==> config.mk <==
export PLATFORM = sky130hd
export DESIGN_NAME = selective_repeat_receiver_window
export DESIGN_NICKNAME = d
export VERILOG_FILES = /design/src/rtl/srrw_pkg.sv /design/src/rtl/srrw_ram.sv /design/src/rtl/selective_repeat_receiver_window.sv
export SDC_FILE = /design/constraint.sdc
export NUM_CORES = 1
export LEC_CHECK = 0
export BUFFER_PORTS_ARGS = -buffer_cell sky130_fd_sc_hd__buf_2
export CAP_MARGIN = 0
export CORE_MARGIN = 4
export CORE_UTILIZATION = 52
export DETAILED_ROUTE_END_ITERATION = 8
export PLACE_DENSITY_LB_ADDON = 0.12
export SETUP_SLACK_MARGIN = 0.2
export SYNTH_ARGS = -nofsm -noshare
export SYNTH_HDL_FRONTEND = slang
export SYNTH_SLANG_ARGS = --single-unit
==> constraint.sdc <==
create_clock -name clk -period 5.61 [get_ports clk]
set_input_delay 0.561 -clock clk [delete_from_list [all_inputs] [get_ports clk]]
set_output_delay 0.561 -clock clk [all_outputs]
set_load 0.01 [all_outputs]
==> src/rtl/srrw_pkg.sv <==
package srrw_pkg;

    // Field widths of one input word and one result word.
    localparam int PTYPE_W      = 8;
    localparam int SEQ_W        = 32;
    localparam int LEN_W        = 11;
    localparam int SLOT_INDEX_W = 3;

    // Bytes of packet header in front of the payload.
    localparam int HEADER_BYTES = 16;

    // Packet type codes. Any code other than these two marks an end packet.
    localparam logic [PTYPE_W-1:0] PKT_DATA  = 8'd0;
    localparam logic [PTYPE_W-1:0] PKT_BEGIN = 8'd1;

    // Result kinds.
    typedef enum logic
    {
        KIND_RELEASE = 1'b0,
        KIND_ACK     = 1'b1
    } result_kind_t;

endpackage

==> src/rtl/srrw_ram.sv <==
module srrw_ram #(
    parameter int WIDTH = 32,
    parameter int DEPTH = 8
) (
    input  logic                             clk,
    input  logic                             we,
    input  logic [$clog2(DEPTH)-1:0]         waddr,
    input  logic [WIDTH-1:0]                 wdata,
    input  logic [$clog2(DEPTH)-1:0]         raddr,
    output logic [WIDTH-1:0]                 rdata
);

    logic [WIDTH-1:0] mem [DEPTH];

    // One write port and one registered read port.
    always_ff @(posedge clk)
    begin
        if (we)
        begin
            mem[waddr] <= wdata;
        end
        rdata <= mem[raddr];
    end

endmodule

==> src/rtl/selective_repeat_receiver_window.sv <==
// Receiver side of a selective-repeat window.
//
// A header word (packet_type, seq_number, received_length) is taken at a
// rising edge with start high and busy low; busy then stays high until the
// word has been handled. Every word gives zero or more releases (result_kind
// 0: slot_index and content_length of a slot to write out, in order) and then
// one acknowledgement (result_kind 1: ack_number, done_flag, last high). Each
// result shows for one cycle with result_valid high; the receiver cannot stall.
//
// One shared compare unit walks the slots from the oldest, reading a slot's
// sequence in ST_SRCH_RD and comparing it in ST_SRCH_CMP, since slot sequences
// live in a memory with registered read. A word that matches no slot is
// compared against every slot before its acknowledgement; a repeated begin
// goes straight to the acknowledgement. The next word can be taken while
// the acknowledgement of the last one shows.
//
// Reset empties all slots, gives each slot its own index as sequence (through
// per-slot written bits, no clearing pass) and clears the finished flag.
module selective_repeat_receiver_window
    import srrw_pkg::*;
#(
    parameter int WINDOW_SLOTS = 8
) (
    input  logic                    clk,
    input  logic                    rst_n,
    input  logic                    start,
    output logic                    busy,
    input  logic [PTYPE_W-1:0]      packet_type,
    input  logic [SEQ_W-1:0]        seq_number,
    input  logic [LEN_W-1:0]        received_length,
    output logic                    result_valid,
    output logic                    result_kind,
    output logic [SLOT_INDEX_W-1:0] slot_index,
    output logic [LEN_W-1:0]        content_length,
    output logic [SEQ_W-1:0]        ack_number,
    output logic                    done_flag,
    output logic                    last
);

    localparam int IDX_W = $clog2(WINDOW_SLOTS);
    localparam int CNT_W = $clog2(WINDOW_SLOTS + 1);

    typedef enum logic [3:0]
    {
        ST_IDLE,
        ST_SRCH_RD,
        ST_SRCH_CMP,
        ST_BEG_RD,
        ST_BEG_WR,
        ST_REL_RD,
        ST_REL_WR,
        ST_ACK_RD,
        ST_ACK_OUT
    } state_t;

    state_t                   state_reg, state_next;
    logic [PTYPE_W-1:0]       ptype_reg, ptype_next;
    logic [SEQ_W-1:0]         seq_reg, seq_next;
    logic [LEN_W-1:0]         rlen_reg, rlen_next;
    logic [IDX_W-1:0]         cur_reg, cur_next;
    logic [CNT_W-1:0]         cnt_reg, cnt_next;
    logic [IDX_W-1:0]         oldest_reg, oldest_next;
    logic [IDX_W-1:0]         rd_idx_reg;
    logic                     finished_reg, finished_next;
    logic                     begun_reg, begun_next;
    logic [WINDOW_SLOTS-1:0]  loaded_reg, loaded_next;
    logic [WINDOW_SLOTS-1:0]  is_end_reg, is_end_next;
    logic [WINDOW_SLOTS-1:0]  written_reg, written_next;

    logic                     valid_reg, valid_next;
    logic                     kind_reg, kind_next;
    logic [SLOT_INDEX_W-1:0]  index_reg, index_next;
    logic [LEN_W-1:0]         clen_reg, clen_next;
    logic [SEQ_W-1:0]         ackn_reg, ackn_next;
    logic                     done_reg, done_next;
    logic                     last_reg, last_next;

    logic [IDX_W-1:0]         rd_addr;
    logic [SEQ_W-1:0]         seq_rdata;
    logic [SEQ_W-1:0]         seq_val;
    logic                     seq_we;
    logic [IDX_W-1:0]         seq_waddr;
    logic [SEQ_W-1:0]         seq_wdata;
    logic                     len_we;
    logic [LEN_W-1:0]         len_wdata;
    logic [LEN_W-1:0]         len_rdata;
    logic [LEN_W-1:0]         payload_len;
    logic [IDX_W-1:0]         cur_succ;

    function automatic logic [IDX_W-1:0] succ_idx(input logic [IDX_W-1:0] x);
        logic [IDX_W-1:0] r;
        if (x == IDX_W'(WINDOW_SLOTS - 1))
        begin
            r = '0;
        end
        else
        begin
            r = x + IDX_W'(1);
        end
        return r;
    endfunction

    // Slot sequence numbers and slot payload lengths.
    srrw_ram #(
        .WIDTH (SEQ_W),
        .DEPTH (WINDOW_SLOTS)
    ) u_seq_ram (
        .clk   (clk),
        .we    (seq_we),
        .waddr (seq_waddr),
        .wdata (seq_wdata),
        .raddr (rd_addr),
        .rdata (seq_rdata)
    );

    srrw_ram #(
        .WIDTH (LEN_W),
        .DEPTH (WINDOW_SLOTS)
    ) u_len_ram (
        .clk   (clk),
        .we    (len_we),
        .waddr (cur_reg),
        .wdata (len_wdata),
        .raddr (rd_addr),
        .rdata (len_rdata)
    );

    // A slot never written still holds its reset sequence, its own index.
    assign seq_val = written_reg[rd_idx_reg] ? seq_rdata : SEQ_W'(rd_idx_reg);

    // Payload length with the header removed, floored at zero.
    assign payload_len = (rlen_reg > LEN_W'(HEADER_BYTES))
                         ? (rlen_reg - LEN_W'(HEADER_BYTES)) : '0;

    assign cur_succ = succ_idx(cur_reg);

    // Read address of both memories in each state.
    always_comb
    begin
        case (state_reg)
            ST_BEG_RD: rd_addr = '0;
            ST_ACK_RD: rd_addr = oldest_reg;
            default:   rd_addr = cur_reg;
        endcase
    end

    // Sequencer.
    always_comb
    begin
        state_next    = state_reg;
        ptype_next    = ptype_reg;
        seq_next      = seq_reg;
        rlen_next     = rlen_reg;
        cur_next      = cur_reg;
        cnt_next      = cnt_reg;
        oldest_next   = oldest_reg;
        finished_next = finished_reg;
        begun_next    = begun_reg;
        loaded_next   = loaded_reg;
        is_end_next   = is_end_reg;
        written_next  = written_reg;
        valid_next    = 1'b0;
        kind_next     = kind_reg;
        index_next    = index_reg;
        clen_next     = clen_reg;
        ackn_next     = ackn_reg;
        done_next     = done_reg;
        last_next     = last_reg;
        seq_we        = 1'b0;
        seq_waddr     = cur_reg;
        seq_wdata     = seq_val + SEQ_W'(WINDOW_SLOTS);
        len_we        = 1'b0;
        len_wdata     = payload_len;

        case (state_reg)
            ST_IDLE:
            begin
                if (start)
                begin
                    ptype_next = packet_type;
                    seq_next   = seq_number;
                    rlen_next  = received_length;
                    cur_next   = oldest_reg;
                    cnt_next   = '0;
                    if (packet_type == PKT_BEGIN)
                    begin
                        state_next = begun_reg ? ST_ACK_RD : ST_BEG_RD;
                    end
                    else
                    begin
                        state_next = ST_SRCH_RD;
                    end
                end
            end

            ST_SRCH_RD:
            begin
                state_next = ST_SRCH_CMP;
            end

            // Compare one slot's sequence with the packet's sequence.
            ST_SRCH_CMP:
            begin
                if (seq_val == seq_reg)
                begin
                    if (!loaded_reg[cur_reg])
                    begin
                        loaded_next[cur_reg] = 1'b1;
                        is_end_next[cur_reg] = (ptype_reg != PKT_DATA);
                        len_we               = 1'b1;
                        cur_next             = oldest_reg;
                        cnt_next             = '0;
                        state_next           = ST_REL_RD;
                    end
                    else
                    begin
                        state_next = ST_ACK_RD;
                    end
                end
                else if (cnt_reg == CNT_W'(WINDOW_SLOTS - 1))
                begin
                    state_next = ST_ACK_RD;
                end
                else
                begin
                    cnt_next   = cnt_reg + CNT_W'(1);
                    cur_next   = cur_succ;
                    state_next = ST_SRCH_RD;
                end
            end

            ST_BEG_RD:
            begin
                state_next = ST_BEG_WR;
            end

            // First begin packet: slot 0 moves on, slot 1 becomes the oldest.
            ST_BEG_WR:
            begin
                seq_we          = 1'b1;
                seq_waddr       = '0;
                written_next[0] = 1'b1;
                is_end_next[0]  = 1'b0;
                begun_next      = 1'b1;
                oldest_next     = IDX_W'(1);
                cur_next        = IDX_W'(1);
                cnt_next        = '0;
                state_next      = ST_REL_RD;
            end

            // Stop releasing at the first empty slot or after a full lap.
            ST_REL_RD:
            begin
                if ((cnt_reg == CNT_W'(WINDOW_SLOTS)) || !loaded_reg[cur_reg])
                begin
                    oldest_next = cur_reg;
                    state_next  = ST_ACK_RD;
                end
                else
                begin
                    state_next = ST_REL_WR;
                end
            end

            // Release one slot and advance its sequence by the window size.
            ST_REL_WR:
            begin
                valid_next   = 1'b1;
                kind_next    = KIND_RELEASE;
                index_next   = SLOT_INDEX_W'(cur_reg);
                clen_next    = len_rdata;
                ackn_next    = '0;
                done_next    = 1'b0;
                last_next    = 1'b0;
                seq_we       = 1'b1;
                written_next[cur_reg] = 1'b1;
                loaded_next[cur_reg]  = 1'b0;
                if (is_end_reg[cur_reg])
                begin
                    finished_next = 1'b1;
                end
                cur_next   = cur_succ;
                cnt_next   = cnt_reg + CNT_W'(1);
                state_next = ST_REL_RD;
            end

            ST_ACK_RD:
            begin
                state_next = ST_ACK_OUT;
            end

            // Acknowledge with the sequence of the oldest slot.
            ST_ACK_OUT:
            begin
                valid_next = 1'b1;
                kind_next  = KIND_ACK;
                index_next = '0;
                clen_next  = '0;
                ackn_next  = seq_val;
                done_next  = finished_reg;
                last_next  = 1'b1;
                state_next = ST_IDLE;
            end

            default:
            begin
                state_next = ST_IDLE;
            end
        endcase
    end

    // State and registered outputs.
    always_ff @(posedge clk or negedge rst_n)
    begin
        if (!rst_n)
        begin
            state_reg    <= ST_IDLE;
            ptype_reg    <= '0;
            seq_reg      <= '0;
            rlen_reg     <= '0;
            cur_reg      <= '0;
            cnt_reg      <= '0;
            oldest_reg   <= '0;
            rd_idx_reg   <= '0;
            finished_reg <= 1'b0;
            begun_reg    <= 1'b0;
            loaded_reg   <= '0;
            is_end_reg   <= '0;
            written_reg  <= '0;
            valid_reg    <= 1'b0;
            kind_reg     <= KIND_RELEASE;
            index_reg    <= '0;
            clen_reg     <= '0;
            ackn_reg     <= '0;
            done_reg     <= 1'b0;
            last_reg     <= 1'b0;
        end
        else
        begin
            state_reg    <= state_next;
            ptype_reg    <= ptype_next;
            seq_reg      <= seq_next;
            rlen_reg     <= rlen_next;
            cur_reg      <= cur_next;
            cnt_reg      <= cnt_next;
            oldest_reg   <= oldest_next;
            rd_idx_reg   <= rd_addr;
            finished_reg <= finished_next;
            begun_reg    <= begun_next;
            loaded_reg   <= loaded_next;
            is_end_reg   <= is_end_next;
            written_reg  <= written_next;
            valid_reg    <= valid_next;
            kind_reg     <= kind_next;
            index_reg    <= index_next;
            clen_reg     <= clen_next;
            ackn_reg     <= ackn_next;
            done_reg     <= done_next;
            last_reg     <= last_next;
        end
    end

    assign busy           = (state_reg != ST_IDLE);
    assign result_valid   = valid_reg;
    assign result_kind    = kind_reg;
    assign slot_index     = index_reg;
    assign content_length = clen_reg;
    assign ack_number     = ackn_reg;
    assign done_flag      = done_reg;
    assign last           = last_reg;

    // The acknowledgement closes a word, so the block is free while it shows.
    assert property (@(posedge clk) disable iff (!rst_n)
        (valid_reg && (kind_reg == KIND_ACK)) |-> !busy)
        else $error("acknowledgement shown while still busy");

    // A release is shown while the word is still being handled.
    assert property (@(posedge clk) disable iff (!rst_n)
        (valid_reg && (kind_reg == KIND_RELEASE)) |-> busy)
        else $error("release shown after the word was closed");

    // Only the acknowledgement carries the last mark.
    assert property (@(posedge clk) disable iff (!rst_n)
        valid_reg |-> (last_reg == (kind_reg == KIND_ACK)))
        else $error("last mark does not match result kind");

    // An accepted word always occupies the sequencer.
    assert property (@(posedge clk) disable iff (!rst_n)
        (start && !busy) |=> busy)
        else $error("accepted word did not start the sequencer");

    // The transfer never becomes unfinished again.
    assert property (@(posedge clk) disable iff (!rst_n)
        $past(finished_reg) |-> finished_reg)
        else $error("finished flag cleared");

endmodule
==> impl_metrics.ini <==
[route]
vias = 14200
via_per_inst = 5.66
wl_per_cell_um = 21.0
dr.pass1.iters = 5
final_antenna_net_count = 0
drc_errors = 0
routed_wirelength_um = 52700
drtIter0Drc = 1153

[die]
rows = 74
die_area_mm2 = 0.0452
core_area_mm2 = 0.0411
die_w_um = 213
io_pins = 105
start_util_pct = 52.9
die_height_um = 213

[synthesis]
synth_xor_area_share_pct = 1.77
ys_seq_elements = 530
syn_inst = 1858
synth-edff-count = 344
synth-seq-area-share_pct = 67.9
syn-num-nets = 1919
synth-simple-area-share_pct = 18.2
synth_top_flop_cell = edfxtp_1
yosys.area.top_type = edfxtp_1
ys_warn_count = 0
synth_top_family_by_area = simple AND/OR/NAND/NOR gates
synthArstFlopShare_pct = 27.0
synth_common_cells = 479 x nand2_1, 344 x edfxtp_1, 240 x nand3_1, 143 x dfrtp_1, 89 x clkbuf_1
synth_compound_area_share_pct = 5.02
synth_cell_type_count = 65
synth_fa_ha_area_share_pct = 0.402
netlist.area_leader.share_pct = 47.5
yosysMostFrequentCell = nand2_1
synth.area.mux_share_pct = 4.25
syn_area_mm2 = 0.0218
synth.avg_cell_area_um2 = 11.7
synthTopCellsByArea = edfxtp_1 47%, dfrtp_1 16%, nand2_1 8.3%

[critical_path]
end_kind = register
crit_type = reg -> reg
cp-start-kind = register
worstPathMaxFanout = 29
worst_ep_required_time_ns = 5.91
critPathArrivalTime_ns = 5.11

[placement]
hpwl_um = 31900
dp.cells = 2414
io_buffers = 104
place_congestion = 0.862

[cells_and_area]
largest_reg_flops = 256
fin_cells = 2510
insertedDiodeCount = 0
largestRegisters = u_seq_ram.mem x256, u_len_ram.mem x88
fin_nets = 1997
drive_above_1_share_pct = 15.3
regMostFlops = u_seq_ram.mem
area_growth_pct = 12.6

[timing]
finClkSkew_ns = 0.0160
min_period_ns = 4.81
clock.fmax_ghz = 0.208
hold_viol = 0
fin_crit_sh_pct = 85.7
slew-limit-headroom_pct = 23.4
setup_tns_ns = 0
rsz0062_at_grt = false
worst_pin_slew_ns = 1.15
slew_viol_final = 0
setup_viol = 0

[global_route]
grt_use_met1_pct = 31.4
grt_overflow_total = 0
grt_max_degree = 109
grt_use_met2_pct = 40.3
track_usage_pct = 23.4
grt_pass1_vias = 14100
antenna_found_initial = 1
grt_busiest_layer = met2
grt_pass1_wl_um = 81100
grtUsageMet3_pct = 3.07

[min_path]
hold_class = in -> async

[cts]
clk_pin_slew_worst_paths_ns = 0.06
cts_tree = done
htreeDepth = 2
cts_setup_buffers = 0
clock-sinks = 530
ctsRootBufferMaster = clkbuf_16
hold_buffers = 0
cts_inserted_buffers = 52
clk_path_buf_depth = 3
postCtsResizedCells = 0
clk_latency_ns = 0.58

[power]
irDropWorstVdd_v = 0.000324
powerDensity_mw_per_mm2 = 564
p_leak_nw = 9.76

[run]
cap_viol_max_count = 0

[outcome]
outcome = finished clean
report_power, final:
part           switching [mW]  internal [mW]  total [mW]
clock network            1.41           2.07        3.48
logic                    2.73           1.42        4.15
registers               0.776           5.42        6.20
worst max-delay path, cell delays in order, from the launching register on:
cell	delay [ns]
dfrtp_1	0.66
mux2_2	0.29
mux4_2	0.63
nand2_1	0.32
inv_1	0.12
ha_1	0.21
nand3_1	0.14
nor4_2	0.52
nand3_1	0.15
nor2_1	0.27
nand4_1	0.31
or3_1	0.41
a21oi_1	0.48
metal layers:
metal  wire (um)  up-vias
li1            -     6710
met1       22200     7036
met2       26700      369
met3        2500       82
met4        1270        0
met5           0        -
placed cells by master, fill, tap and decap left out, types with 12 or more instances in the layout:
| cell | count |
|---|---|
| a21oi_1 | 27 |
| a22o_1 | 29 |
| buf_2 | 103 |
| buf_4 | 25 |
| clkbuf_1 | 15 |
| clkbuf_16 | 54 |
| clkbuf_8 | 13 |
| dfrtp_1 | 143 |
| dfxtp_1 | 43 |
| edfxtp_1 | 344 |
| inv_1 | 25 |
| mux2_2 | 61 |
| nand2_1 | 478 |
| nand3_1 | 240 |
| nand4_1 | 12 |
| nor2_1 | 66 |
| nor4_1 | 13 |
| o21ai_0 | 60 |
| or2_2 | 13 |
| xnor2_1 | 16 |
| xor2_1 | 28 |
cell families after synthesis:
family,after synthesis
AO/OA/AOI/OAI,166
XOR/XNOR,44
adder cells (fa/ha/maj),7
buffers and inverters,133
flip-flops,530
multiplexers,79
AND/OR/NAND/NOR,899
through the flow:
stage | cell area, um^2 | worst slack (ns) | power [mW] | hold WS [ns] | util [%]
after detailed placement | 22800 | 0.837 | 10.4 | 0.425 | 55.4
after floorplan | 21800 | 1.43 | 8.95 | 0.265 | -
after CTS | 24500 | 0.791 | 13.9 | 0.106 | 59.6
final | 24500 | 0.801 | 13.8 | 0.0922 | 59.6
after global routing | 24500 | 0.277 | 14.7 | 0.143 | 59.6
after global placement | 22800 | 1.04 | 10.3 | 0.425 | 55.4
final timing paths:
kind                       cells after the start  slack, ns                   end          startpoint
min reg2reg                                    2       0.43     content_length[3]  u_len_ram.rdata[3]
max in group asynchronous                      2       4.36        ack_number[19]               rst_n
min                                            1       0.09          rlen_reg[10]               rst_n
max                                           12       0.80  u_seq_ram.mem[7][29]       rd_idx_reg[1]
max reg2reg                                   12       0.80  u_seq_ram.mem[7][29]       rd_idx_reg[1]
min in group clk                               2       0.21            seq_reg[0]       seq_number[0]
layout make-up:
type | count | area [um^2]
Fill cell | 3327 | 16600
Sequential cell | 530 | 14800
Multi-Input combinational cell | 1195 | 6520
Clock buffer | 82 | 1590
Timing Repair Buffer | 130 | 734
Tap cell | 532 | 666
Clock inverter | 14 | 138
Inverter | 27 | 104
No activity file was read; power rests on OpenSTA's default activity.
